### config.mk
export PLATFORM = sky130hd
export DESIGN_NAME = sorted_deque_list_engine
export DESIGN_NICKNAME = d
export VERILOG_FILES = /design/src/sdle_pkg.sv /design/src/sdle_cell.sv /design/src/sorted_deque_list_engine.sv
export SDC_FILE = /design/constraint.sdc
export NUM_CORES = 2
export LEC_CHECK = 0
export CORE_MARGIN = 2
export CORE_UTILIZATION = 45
export DETAILED_ROUTE_END_ITERATION = 12
export DONT_BUFFER_PORTS = 1
export SKIP_LAST_GASP = 1
export SLEW_MARGIN = 20
export SYNTH_ARGS = -nofsm -noshare
export SYNTH_HDL_FRONTEND = slang
export SYNTH_SLANG_ARGS = --single-unit
### constraint.sdc
create_clock -name clk -period 7 [get_ports clk]
set_input_delay 0.35 -clock clk [delete_from_list [all_inputs] [get_ports clk]]
set_output_delay 0.35 -clock clk [all_outputs]
set_load 0.01 [all_outputs]
### src/sdle_pkg.sv
// Shared constants, payload types and cell control types for the sorted deque list engine.
package sdle_pkg;

  localparam int CAPACITY = 16;
  localparam int CNT_W    = $clog2(CAPACITY + 1);
  localparam int WORD_W   = 32;

  typedef logic signed [WORD_W-1:0] word_t;
  typedef logic [CNT_W-1:0]         count_t;

  localparam logic [2:0] OP_PUSH_FRONT = 3'd0;
  localparam logic [2:0] OP_PUSH_BACK  = 3'd1;
  localparam logic [2:0] OP_INSERT     = 3'd2;
  localparam logic [2:0] OP_REMOVE     = 3'd3;
  localparam logic [2:0] OP_READ       = 3'd4;

  localparam logic [2:0] STAT_DONE     = 3'd0;
  localparam logic [2:0] STAT_FULL     = 3'd1;
  localparam logic [2:0] STAT_NOTFOUND = 3'd2;
  localparam logic [2:0] STAT_EMPTY    = 3'd3;
  localparam logic [2:0] STAT_DATA     = 3'd4;

  typedef struct packed {
    logic [2:0] op;
    word_t      value;
  } cmd_t;

  typedef struct packed {
    logic [2:0] status;
    word_t      element;
    logic       last;
  } res_t;

  typedef enum logic [2:0] {
    CM_HOLD,
    CM_FRONT,
    CM_BACK,
    CM_SORT,
    CM_REMOVE,
    CM_ROTATE
  } cell_mode_t;

  typedef struct packed {
    cell_mode_t mode;
    word_t      value;
  } cell_ctl_t;

  typedef enum logic {
    SM_IDLE,
    SM_READ
  } state_t;

endpackage

### src/sdle_cell.sv
// One storage cell of the list: holds a word and shifts with its neighbours.
module sdle_cell (
  input  logic              clk,
  input  sdle_pkg::cell_ctl_t ctl,
  input  logic              first,
  input  logic              occ,
  input  logic              is_tail,
  input  sdle_pkg::word_t   left_word,
  input  sdle_pkg::word_t   right_word,
  input  sdle_pkg::word_t   head_word,
  input  logic              hit_in,
  output logic              hit_out,
  output sdle_pkg::word_t   word
);
  import sdle_pkg::*;

  logic  my_hit;
  word_t word_next;

  // my_hit marks the insertion or removal point; hit_in says it lies further up the chain
  always_comb begin
    case (ctl.mode)
      CM_FRONT:  my_hit = first;
      CM_BACK:   my_hit = !occ;
      CM_SORT:   my_hit = !occ || !(word < ctl.value);
      CM_REMOVE: my_hit = occ && (word == ctl.value);
      default:   my_hit = 1'b0;
    endcase
    hit_out = hit_in || my_hit;

    word_next = word;
    case (ctl.mode)
      CM_FRONT, CM_BACK, CM_SORT: begin
        if (hit_in) begin
          word_next = left_word;
        end else if (my_hit) begin
          word_next = ctl.value;
        end
      end
      CM_REMOVE: begin
        if (hit_out) begin
          word_next = right_word;
        end
      end
      CM_ROTATE: begin
        word_next = is_tail ? head_word : right_word;
      end
      default: word_next = word;
    endcase
  end

  always_ff @(posedge clk) begin
    word <= word_next;
  end

endmodule

### src/sorted_deque_list_engine.sv
// Top level: row of list cells, element count, command decode and result register.
// Pushes, sorted inserts and removes take effect when accepted: every cell
// compares against the broadcast value and shifts at once, the insertion point
// travelling down the row as a hit flag. A read out sends the elements from the
// head, stalling while results are held, as the row rotates left so the head is
// always cell 0; no new word is taken until the read out is over. A word is
// accepted only when the result register is free or being emptied in that cycle.
module sorted_deque_list_engine (
  input  logic          clk,
  input  logic          rst,
  input  logic          cmd_valid,
  output logic          cmd_ready,
  input  sdle_pkg::cmd_t cmd,
  output logic          res_valid,
  input  logic          res_ready,
  output sdle_pkg::res_t res
);
  import sdle_pkg::*;

  state_t    state, state_next;
  count_t    count, count_next;
  count_t    rd_idx, rd_idx_next;
  logic      res_valid_next;
  res_t      res_next;
  logic      res_load;
  logic      out_free;
  logic      accept;
  logic      full;
  cell_ctl_t ctl;

  logic  hit   [CAPACITY+1];
  word_t words [CAPACITY];

  assign hit[0] = 1'b0;

  for (genvar i = 0; i < CAPACITY; i++) begin : g_cell
    sdle_cell u_cell (
      .clk        (clk),
      .ctl        (ctl),
      .first      (i == 0),
      .occ        (count > CNT_W'(i)),
      .is_tail    ((count - count_t'(1)) == CNT_W'(i)),
      .left_word  (words[(i == 0) ? 0 : i - 1]),
      .right_word (words[(i == CAPACITY - 1) ? i : i + 1]),
      .head_word  (words[0]),
      .hit_in     (hit[i]),
      .hit_out    (hit[i+1]),
      .word       (words[i])
    );
  end

  assign full     = (count == CNT_W'(CAPACITY));
  assign out_free = !res_valid || res_ready;
  assign cmd_ready = (state == SM_IDLE) && out_free;
  assign accept   = cmd_valid && cmd_ready;

  always_comb begin
    state_next       = state;
    count_next       = count;
    rd_idx_next      = rd_idx;
    res_load         = 1'b0;
    res_next.status  = STAT_DONE;
    res_next.element = '0;
    res_next.last    = 1'b1;
    ctl.mode         = CM_HOLD;
    ctl.value        = cmd.value;

    case (state)
      SM_IDLE: begin
        if (accept) begin
          case (cmd.op)
            OP_PUSH_FRONT, OP_PUSH_BACK, OP_INSERT: begin
              res_load = 1'b1;
              if (full) begin
                res_next.status = STAT_FULL;
              end else begin
                count_next = count + count_t'(1);
                case (cmd.op)
                  OP_PUSH_FRONT: ctl.mode = CM_FRONT;
                  OP_PUSH_BACK:  ctl.mode = CM_BACK;
                  default:       ctl.mode = CM_SORT;
                endcase
              end
            end
            OP_REMOVE: begin
              res_load = 1'b1;
              if (count == '0) begin
                res_next.status = STAT_EMPTY;
              end else begin
                ctl.mode = CM_REMOVE;
                if (hit[CAPACITY]) begin
                  count_next = count - count_t'(1);
                end else begin
                  res_next.status = STAT_NOTFOUND;
                end
              end
            end
            OP_READ: begin
              if (count == '0) begin
                res_load        = 1'b1;
                res_next.status = STAT_EMPTY;
              end else begin
                rd_idx_next = '0;
                state_next  = SM_READ;
              end
            end
            default: ;
          endcase
        end
      end
      SM_READ: begin
        if (out_free) begin
          res_load         = 1'b1;
          res_next.status  = STAT_DATA;
          res_next.element = words[0];
          res_next.last    = (rd_idx == count - count_t'(1));
          ctl.mode         = CM_ROTATE;
          rd_idx_next      = rd_idx + count_t'(1);
          if (res_next.last) begin
            state_next = SM_IDLE;
          end
        end
      end
      default: state_next = SM_IDLE;
    endcase

    if (res_load) begin
      res_valid_next = 1'b1;
    end else if (res_ready) begin
      res_valid_next = 1'b0;
    end else begin
      res_valid_next = res_valid;
    end
  end

  always_ff @(posedge clk) begin
    if (rst) begin
      state     <= SM_IDLE;
      count     <= '0;
      rd_idx    <= '0;
      res_valid <= 1'b0;
    end else begin
      state     <= state_next;
      count     <= count_next;
      rd_idx    <= rd_idx_next;
      res_valid <= res_valid_next;
    end
  end

  always_ff @(posedge clk) begin
    if (res_load) begin
      res <= res_next;
    end
  end

endmodule

=== Word-level counts from Yosys, hierarchy flattened ===
Index checks and enable logic that the tools add are counted.

* Register bits: 560
* Output and inout port bits: 38
* Word-level logic and storage cells: 384
* Input bits: 39

* Add/sub/neg operators: 3
* Order comparisons: 32
* Equal/unequal tests: 82
* Bitwise gates (word level): 1
* Reductions and logical operators: 112
* Multiplexer cells: 131

{| class="wikitable"
|+ Operators with widths
! cell !! count
|-
| 32-bit 2-to-1 mux || 62
|-
| 32-bit case mux with 3 select lines || 15
|-
| 32-bit equality test || 16
|-
| 32-bit < comparator || 16
|-
| 32-bit case mux with 2 select lines || 1
|-
| 3-bit by 1-bit inequality test with 1-bit output, second input constant || 15
|-
| 1-bit case mux with 3 select lines || 15
|-
| 3-bit AND reduction || 15
|-
| 5-bit by 4-bit equality test with 1-bit output, second input constant || 8
|-
| 5-bit by 4-bit greater-than comparator with 1-bit output, second input constant || 8
|-
| 2-bit by 1-bit inequality test with 1-bit output, second input constant || 20
|-
| 36-bit 2-to-1 mux || 1
|-
| 5-bit 2-to-1 mux || 7
|-
| 1-bit zero test || 33
|-
| 1-bit logical OR || 32
|-
| 5-bit by 3-bit equality test with 1-bit output, second input constant || 4
|-
| 5-bit by 3-bit greater-than comparator with 1-bit output, second input constant || 4
|-
| 5-bit case mux with 2 select lines || 2
|-
| 1-bit logical AND || 18
|-
| 3-bit case mux with 2 select lines || 3
|-
| 3-bit by 2-bit equality test with 1-bit output, second input constant || 4
|-
| 1-bit 2-to-1 mux || 11
|-
| 5-bit by 1-bit adder with 5-bit output, second input constant || 2
|-
| 5-bit by 2-bit equality test with 1-bit output, second input constant || 2
|-
| 25 further kinds || 47
|}

=== Logic depth before layout (Yosys ltp) ===
* Depth in word-level cells: 28
* Gate-level depth with buffers: 18
* Depth with buffers taken out: 13

=== Cells and area by module ===
A second synthesis with hierarchy kept.

* Cells, all modules: 5271
* Area total of the unflattened synthesis: 49005.8 µm²

{| class="wikitable"
|+ By module, submodules not included
! module !! cells each !! area an instance (µm²) !! times used !! sequential area each (µm²)
|-
| sdle_cell at g_cell[0].u_cell ... || 312 || 2885.3 || 15 || 960.9
|-
| sdle_cell at g_cell[9].u_cell || 315 || 2921.6 || 1 || 960.9
|-
| sorted_deque_list_engine || 276 || 2805.2 || 1 || 1321.3
|}

=== Least setup slack after synthesis ===
No wires, ideal clock.

* Path kind: flip-flop to flip-flop
* Start point: reg count[0]
* End point: reg g_cell[0].u_cell.word[0] (enable)
* Setup slack: 1.360 ns
* Setup time: 0.480 ns
* Cell stages (with the launch flop): 13
* Arrival: 5.160 ns
* Cell sequence: dfxtp_1 -> clkbuf_1 -> inv_1 -> ha_1 -> nor3b_1 -> a2111oi_2 -> and2_1 -> nand2_1 -> o32ai_1 -> nor3_1 -> o21ai_0 -> nor2_1 -> a311oi_1

* Word-level cells in the longest chain between the ends: 9

{| class="wikitable"
|+ Ends and longest elaborated chain
! item !! line !! RTL
|-
| start: declaration || sorted_deque_list_engine.sv:21 || <nowiki>count_t count, count_next;</nowiki>
|-
| start signal: assignment || sorted_deque_list_engine.sv:144 || <nowiki>count <= count_next;</nowiki>
|-
| 5-bit equality test / 5-bit zero test (equally long branches) || sorted_deque_list_engine.sv:52, sorted_deque_list_engine.sv:87 ||
|-
| 2-bit 2-to-1 mux / 3-bit 2-to-1 mux (equally long branches) || sorted_deque_list_engine.sv:74, sorted_deque_list_engine.sv:87 ||
|-
| 3-bit case mux with 2 select lines || sorted_deque_list_engine.sv:71 || <nowiki>case (cmd.op)</nowiki>
|-
| 3-bit 2-to-1 mux || sorted_deque_list_engine.sv:70 || <nowiki>if (accept) begin</nowiki>
|-
| 3-bit case mux with 2 select lines || sorted_deque_list_engine.sv:68 || <nowiki>case (state)</nowiki>
|-
| 3-bit equality test, or another cell as far along || sdle_cell.sv:22, sdle_cell.sv:32 ||
|-
| 1-bit case mux with 4 select lines / 3-bit OR reduction (equally long branches) || sdle_cell.sv:22, sdle_cell.sv:32 ||
|-
| 2-bit by 1-bit inequality test with 1-bit output (no line) / 3-bit nonzero test (equally long branches) || -- ||
|-
| 4-bit AND reduction (no line) (*) || -- ||
|-
| end signal: assignment || sdle_cell.sv:53 || <nowiki>word <= word_next;</nowiki>
|-
| end: declaration || sdle_cell.sv:13 || <nowiki>output sdle_pkg::word_t word</nowiki>
|}

Every way passes the cells marked *; elsewhere a longest branch is shown, timed or not.
A chain may end at the register's enable or synchronous reset.

=== Final worst setup path ===
* Start point: reg count[0]
* End point: reg g_cell[5].u_cell.word[20] (enable)

* Word-level cells in the longest chain between the ends: 14

{| class="wikitable"
|+ Ends and longest elaborated chain
! item !! line !! RTL
|-
| 5-bit equality test / 5-bit zero test (equally long branches) || sorted_deque_list_engine.sv:52, sorted_deque_list_engine.sv:87 ||
|-
| 2-bit 2-to-1 mux / 3-bit 2-to-1 mux (equally long branches) || sorted_deque_list_engine.sv:74, sorted_deque_list_engine.sv:87 ||
|-
| 3-bit case mux with 2 select lines || sorted_deque_list_engine.sv:71 ||
|-
| 3-bit 2-to-1 mux || sorted_deque_list_engine.sv:70 ||
|-
| 3-bit case mux with 2 select lines || sorted_deque_list_engine.sv:68 ||
|-
| 3-bit equality test, or another cell as far along || sdle_cell.sv:22, sdle_cell.sv:32 ||
|-
| 1-bit case mux with 4 select lines / 1-bit case mux with 3 select lines (equally long branches) || sdle_cell.sv:22 || <nowiki>case (ctl.mode)</nowiki>
|-
| 1-bit logical OR (5 in series) || sdle_cell.sv:29 || <nowiki>hit_out = hit_in || my_hit;</nowiki>
|-
| 2-bit by 1-bit inequality test with 1-bit output (no line) || -- ||
|-
| 3-bit AND reduction (no line) (*) || -- ||
|-
| end signal: assignment || sdle_cell.sv:53 ||
|-
| end: declaration || sdle_cell.sv:13 ||
|}

Marked as above.

==> results.json <==
{
  "design_area_sq_um": 45800,
  "syn_inst": 4097,
  "syn_to_final_growth_pct": 10.2,
  "grt_pass1_wl_microns": 258000,
  "use_met1": 0.504,
  "root_buffer": "clkbuf_16",
  "holdWs_ps": 16.4,
  "grtUsageMet2": 0.565,
  "gr-total-overflow": 0,
  "wl_microns": 183000,
  "yosys_register_bits": 560,
  "cap_violations": 0,
  "setup_tns_ps": 0,
  "cp-start-kind": "flip-flop",
  "yosysTopAreaCellShare": 0.396,
  "drt_iter0_markers": 5547,
  "grt_max_degree": 234,
  "finalCritPeriodShare": 0.813,
  "critPathMaxFanout": 24,
  "async_reset_ff_frac": 0,
  "r2r_cells": 15,
  "clock_skew_ps": 21.8,
  "crit_path_cell_trace": "inv_1 -> ha_1 -> nor3b_1 -> a2111oi_2 -> buf_4 -> and2_1 -> nand2_1 -> o32ai_1 -> nor3_1 -> o211a_4 -> nand2b_2 -> or2_2 -> nor2_1 -> nor2_4 -> buf_4",
  "syn_nets": 4656,
  "outcome": "finished clean",
  "cp_num_buf_inv": 3,
  "cts_sinks": 560,
  "dieWidth_microns": 308,
  "yosysWarnings": 0,
  "clk_latency_ps": 650,
  "antenna_found_initial": 11,
  "gp_congestion": 1.06,
  "syn_avg_cell_area_sq_um": 10.1,
  "cpMostUsedCell": "buf_4",
  "nets": 4588,
  "grt_usage": 0.378,
  "cp-startpoint": "count[0]",
  "utilization": 0.500,
  "final-max-slew-violation-count": 0,
  "dpl_cell_area_sq_um": 43000,
  "io_buffer_count": 0,
  "row_count": 111,
  "drc": 0,
  "rr_startpoint": "count[0]",
  "ys_types": 77,
  "cts_tree": "done",
  "peakVddDrop_v": 0.000177,
  "grt_pass1_vias": 35605,
  "num_vias": 37690,
  "power.density_nw_per_um2": 264,
  "hold_depth": 2,
  "seq_area_frac_synth": 0.402,
  "coreArea_sq_um": 91700,
  "yosysTopAreaCell": "edfxtp_1",
  "first_pass_iters": 9,
  "critPathTopFamily": "simple AND/OR/NAND/NOR gates",
  "synth_ff_type": "edfxtp_1",
  "die-area_sq_um": 94800,
  "r2r_slack_ps": 1310,
  "tightest_slew_ps": 1260,
  "slowest_stage": "dfxtp_1",
  "hp-class": "in -> reg",
  "r2r-end": "g_cell[5].u_cell.word[20]",
  "hold_end": "g_cell[5].u_cell.word[17]",
  "dieHeight_microns": 308,
  "grt_use_met3": 0.111,
  "drive_gt1_frac": 0.0688,
  "cts-htree-levels": 3,
  "crit_path_max_incr_delay_ps": 580,
  "io_pins": 77,
  "dp_hpwl_microns": 126000,
  "synthTopCellsByArea": "edfxtp_1 40%, ha_1 16%, mux2i_1 8.5%",
  "synth_edf_count": 548,
  "slew_headroom": 0.159,
  "rsz0062_at_grt": "false",
  "final-hold-violation-count": 0,
  "cts_buffers": 71,
  "worstPathArrival_ps": 5960,
  "critPathKind": "reg -> reg",
  "path_clk_slew_ps": 60,
  "crit_required_ps": 7270,
  "wire_per_inst_microns": 34.7,
  "syn_area_sq_um": 41600,
  "worstHoldStart": "cmd[17]",
  "fmax_mhz": 176,
  "grt.busiest_layer": "met2",
  "end_kind": "flip-flop",
  "start_util": 0.454,
  "antenna_left": 0,
  "vias_per_cell": 7.15,
  "p_leak_uw": 0.0179,
  "clk_path_buf_depth": 3,
  "fin_crit_ps": 5690,
  "setup_viol": 0
}
[cells in the mapped netlist, types with 5 or more instances]
cell type    n
edfxtp_1   548
ha_1       520
nand2_1    461
mux2i_1    354
o21ai_0    249
clkbuf_1   240
o221ai_1   227
a21oi_1    226
a22oi_1    193
nor2_1     162
inv_1      139
nand4_1     97
nand3_1     83
o21ai_1     57
a21o_1      49
nor3_1      45
buf_2       34
a222oi_1    32
a211oi_1    24
nor2b_1     23
nand2b_1    22
o311ai_1    20
o211ai_1    19
o21a_1      18
a2111oi_0   15
nor4_1      15
and3_1      14
o311ai_0    13
and4_1      12
dfxtp_1     12
a221oi_1    11
buf_1       10
o21bai_1    10
xnor2_1      9
xor2_1       9
a211o_1      8
a31oi_1      8
or3_1        8
o2111ai_1    7
buf_4        6
a21boi_0     5
nor3b_1      5
[sequential cells by signal, indices dropped and copies added (netlist names)]
register	count
count	5
state	1
g_cell.u_cell.word	512
rd_idx	5
res_valid	1
res	36
[kinds of logic after synthesis]
logic type / synth area share
flip-flops: 0.402
AND/OR/NAND/NOR: 0.108
XOR/XNOR: 0.00379
AO/OA/AOI/OAI: 0.203
multiplexers: 0.0863
adder cells (fa/ha/maj): 0.157
buffers and inverters: 0.0405
[routing by layer]
layer | wire length (microns) | share of wire
met5 | 33 | 0.00018
met3 | 23400 | 0.13
met1 | 72100 | 0.39
met2 | 78900 | 0.43
met4 | 8820 | 0.048
[through the flow]
| step | worst slack [ps] | std cells | power, uW |
|---|---|---|---|
| 2_1_floorplan | 1360 | 4097 | 6880 |
| 3_3_place_gp | 1420 | 5102 | 8050 |
| 3_5_place_dp | 1340 | 5102 | 8110 |
| 4_1_cts | 1570 | 5270 | 12000 |
| 5_1_grt | 1120 | 5270 | 12500 |
| 6_report | 1310 | 5274 | 12100 |
[worst register-to-register path, delay by kind of cell, from the launching register on]
family	cells	cell delay [ps]
AOI/OAI and AO/OA	3	1020
DFF	1	580
adders and majority gates	1	370
buffers and inverters	3	1000
and+or+nand+nor	8	2330
[what timing repair did]
action | CTS | global route
gates resized for setup | 0 | 0
hold buffers | 40 | 0
setup buffers | 0 | 0
endpoints found under the hold margin | 232 | 0
[power by group]
group	switching, uW	leakage, uW	internal (uW)
Clock	1580	0.00114	2250
Combinational	2150	0.0116	1280
Sequential	459	0.00524	4350
[placed cells by master (no fill, tap or decap), types with 82 or more instances in the layout]
cell and instances:
edfxtp_1 548, nand4_1 97, nand2_1 443, nand3_1 82, buf_4 105, inv_1 138
o21ai_0 248, ha_1 520, o221ai_1 227, a21oi_1 223, nor2_1 152, a22oi_1 193
mux2i_1 354
[area by class of cell]
class | count | area (sq um)
Antenna cell | 4 | 10.0
Sequential cell | 560 | 16700
Inverter | 141 | 531
Multi-Input combinational cell | 3106 | 23500
Fill cell | 8427 | 45900
Tap cell | 1186 | 1480
Clock inverter | 39 | 405
Clock buffer | 89 | 1930
Timing Repair Buffer | 149 | 1270
[how the worst max path moves through the flow]
stage	cells after the start	end	slack [ps]
floorplan	12	g_cell[0].u_cell.word[0]	1360
global placement	14	g_cell[8].u_cell.word[10]	1420
detailed placement	14	g_cell[7].u_cell.word[9]	1340
CTS	15	g_cell[5].u_cell.word[11]	1570
global route	15	g_cell[8].u_cell.word[11]	1120
finish	15	g_cell[5].u_cell.word[20]	1310
Power figures use the tool's default switching activity.
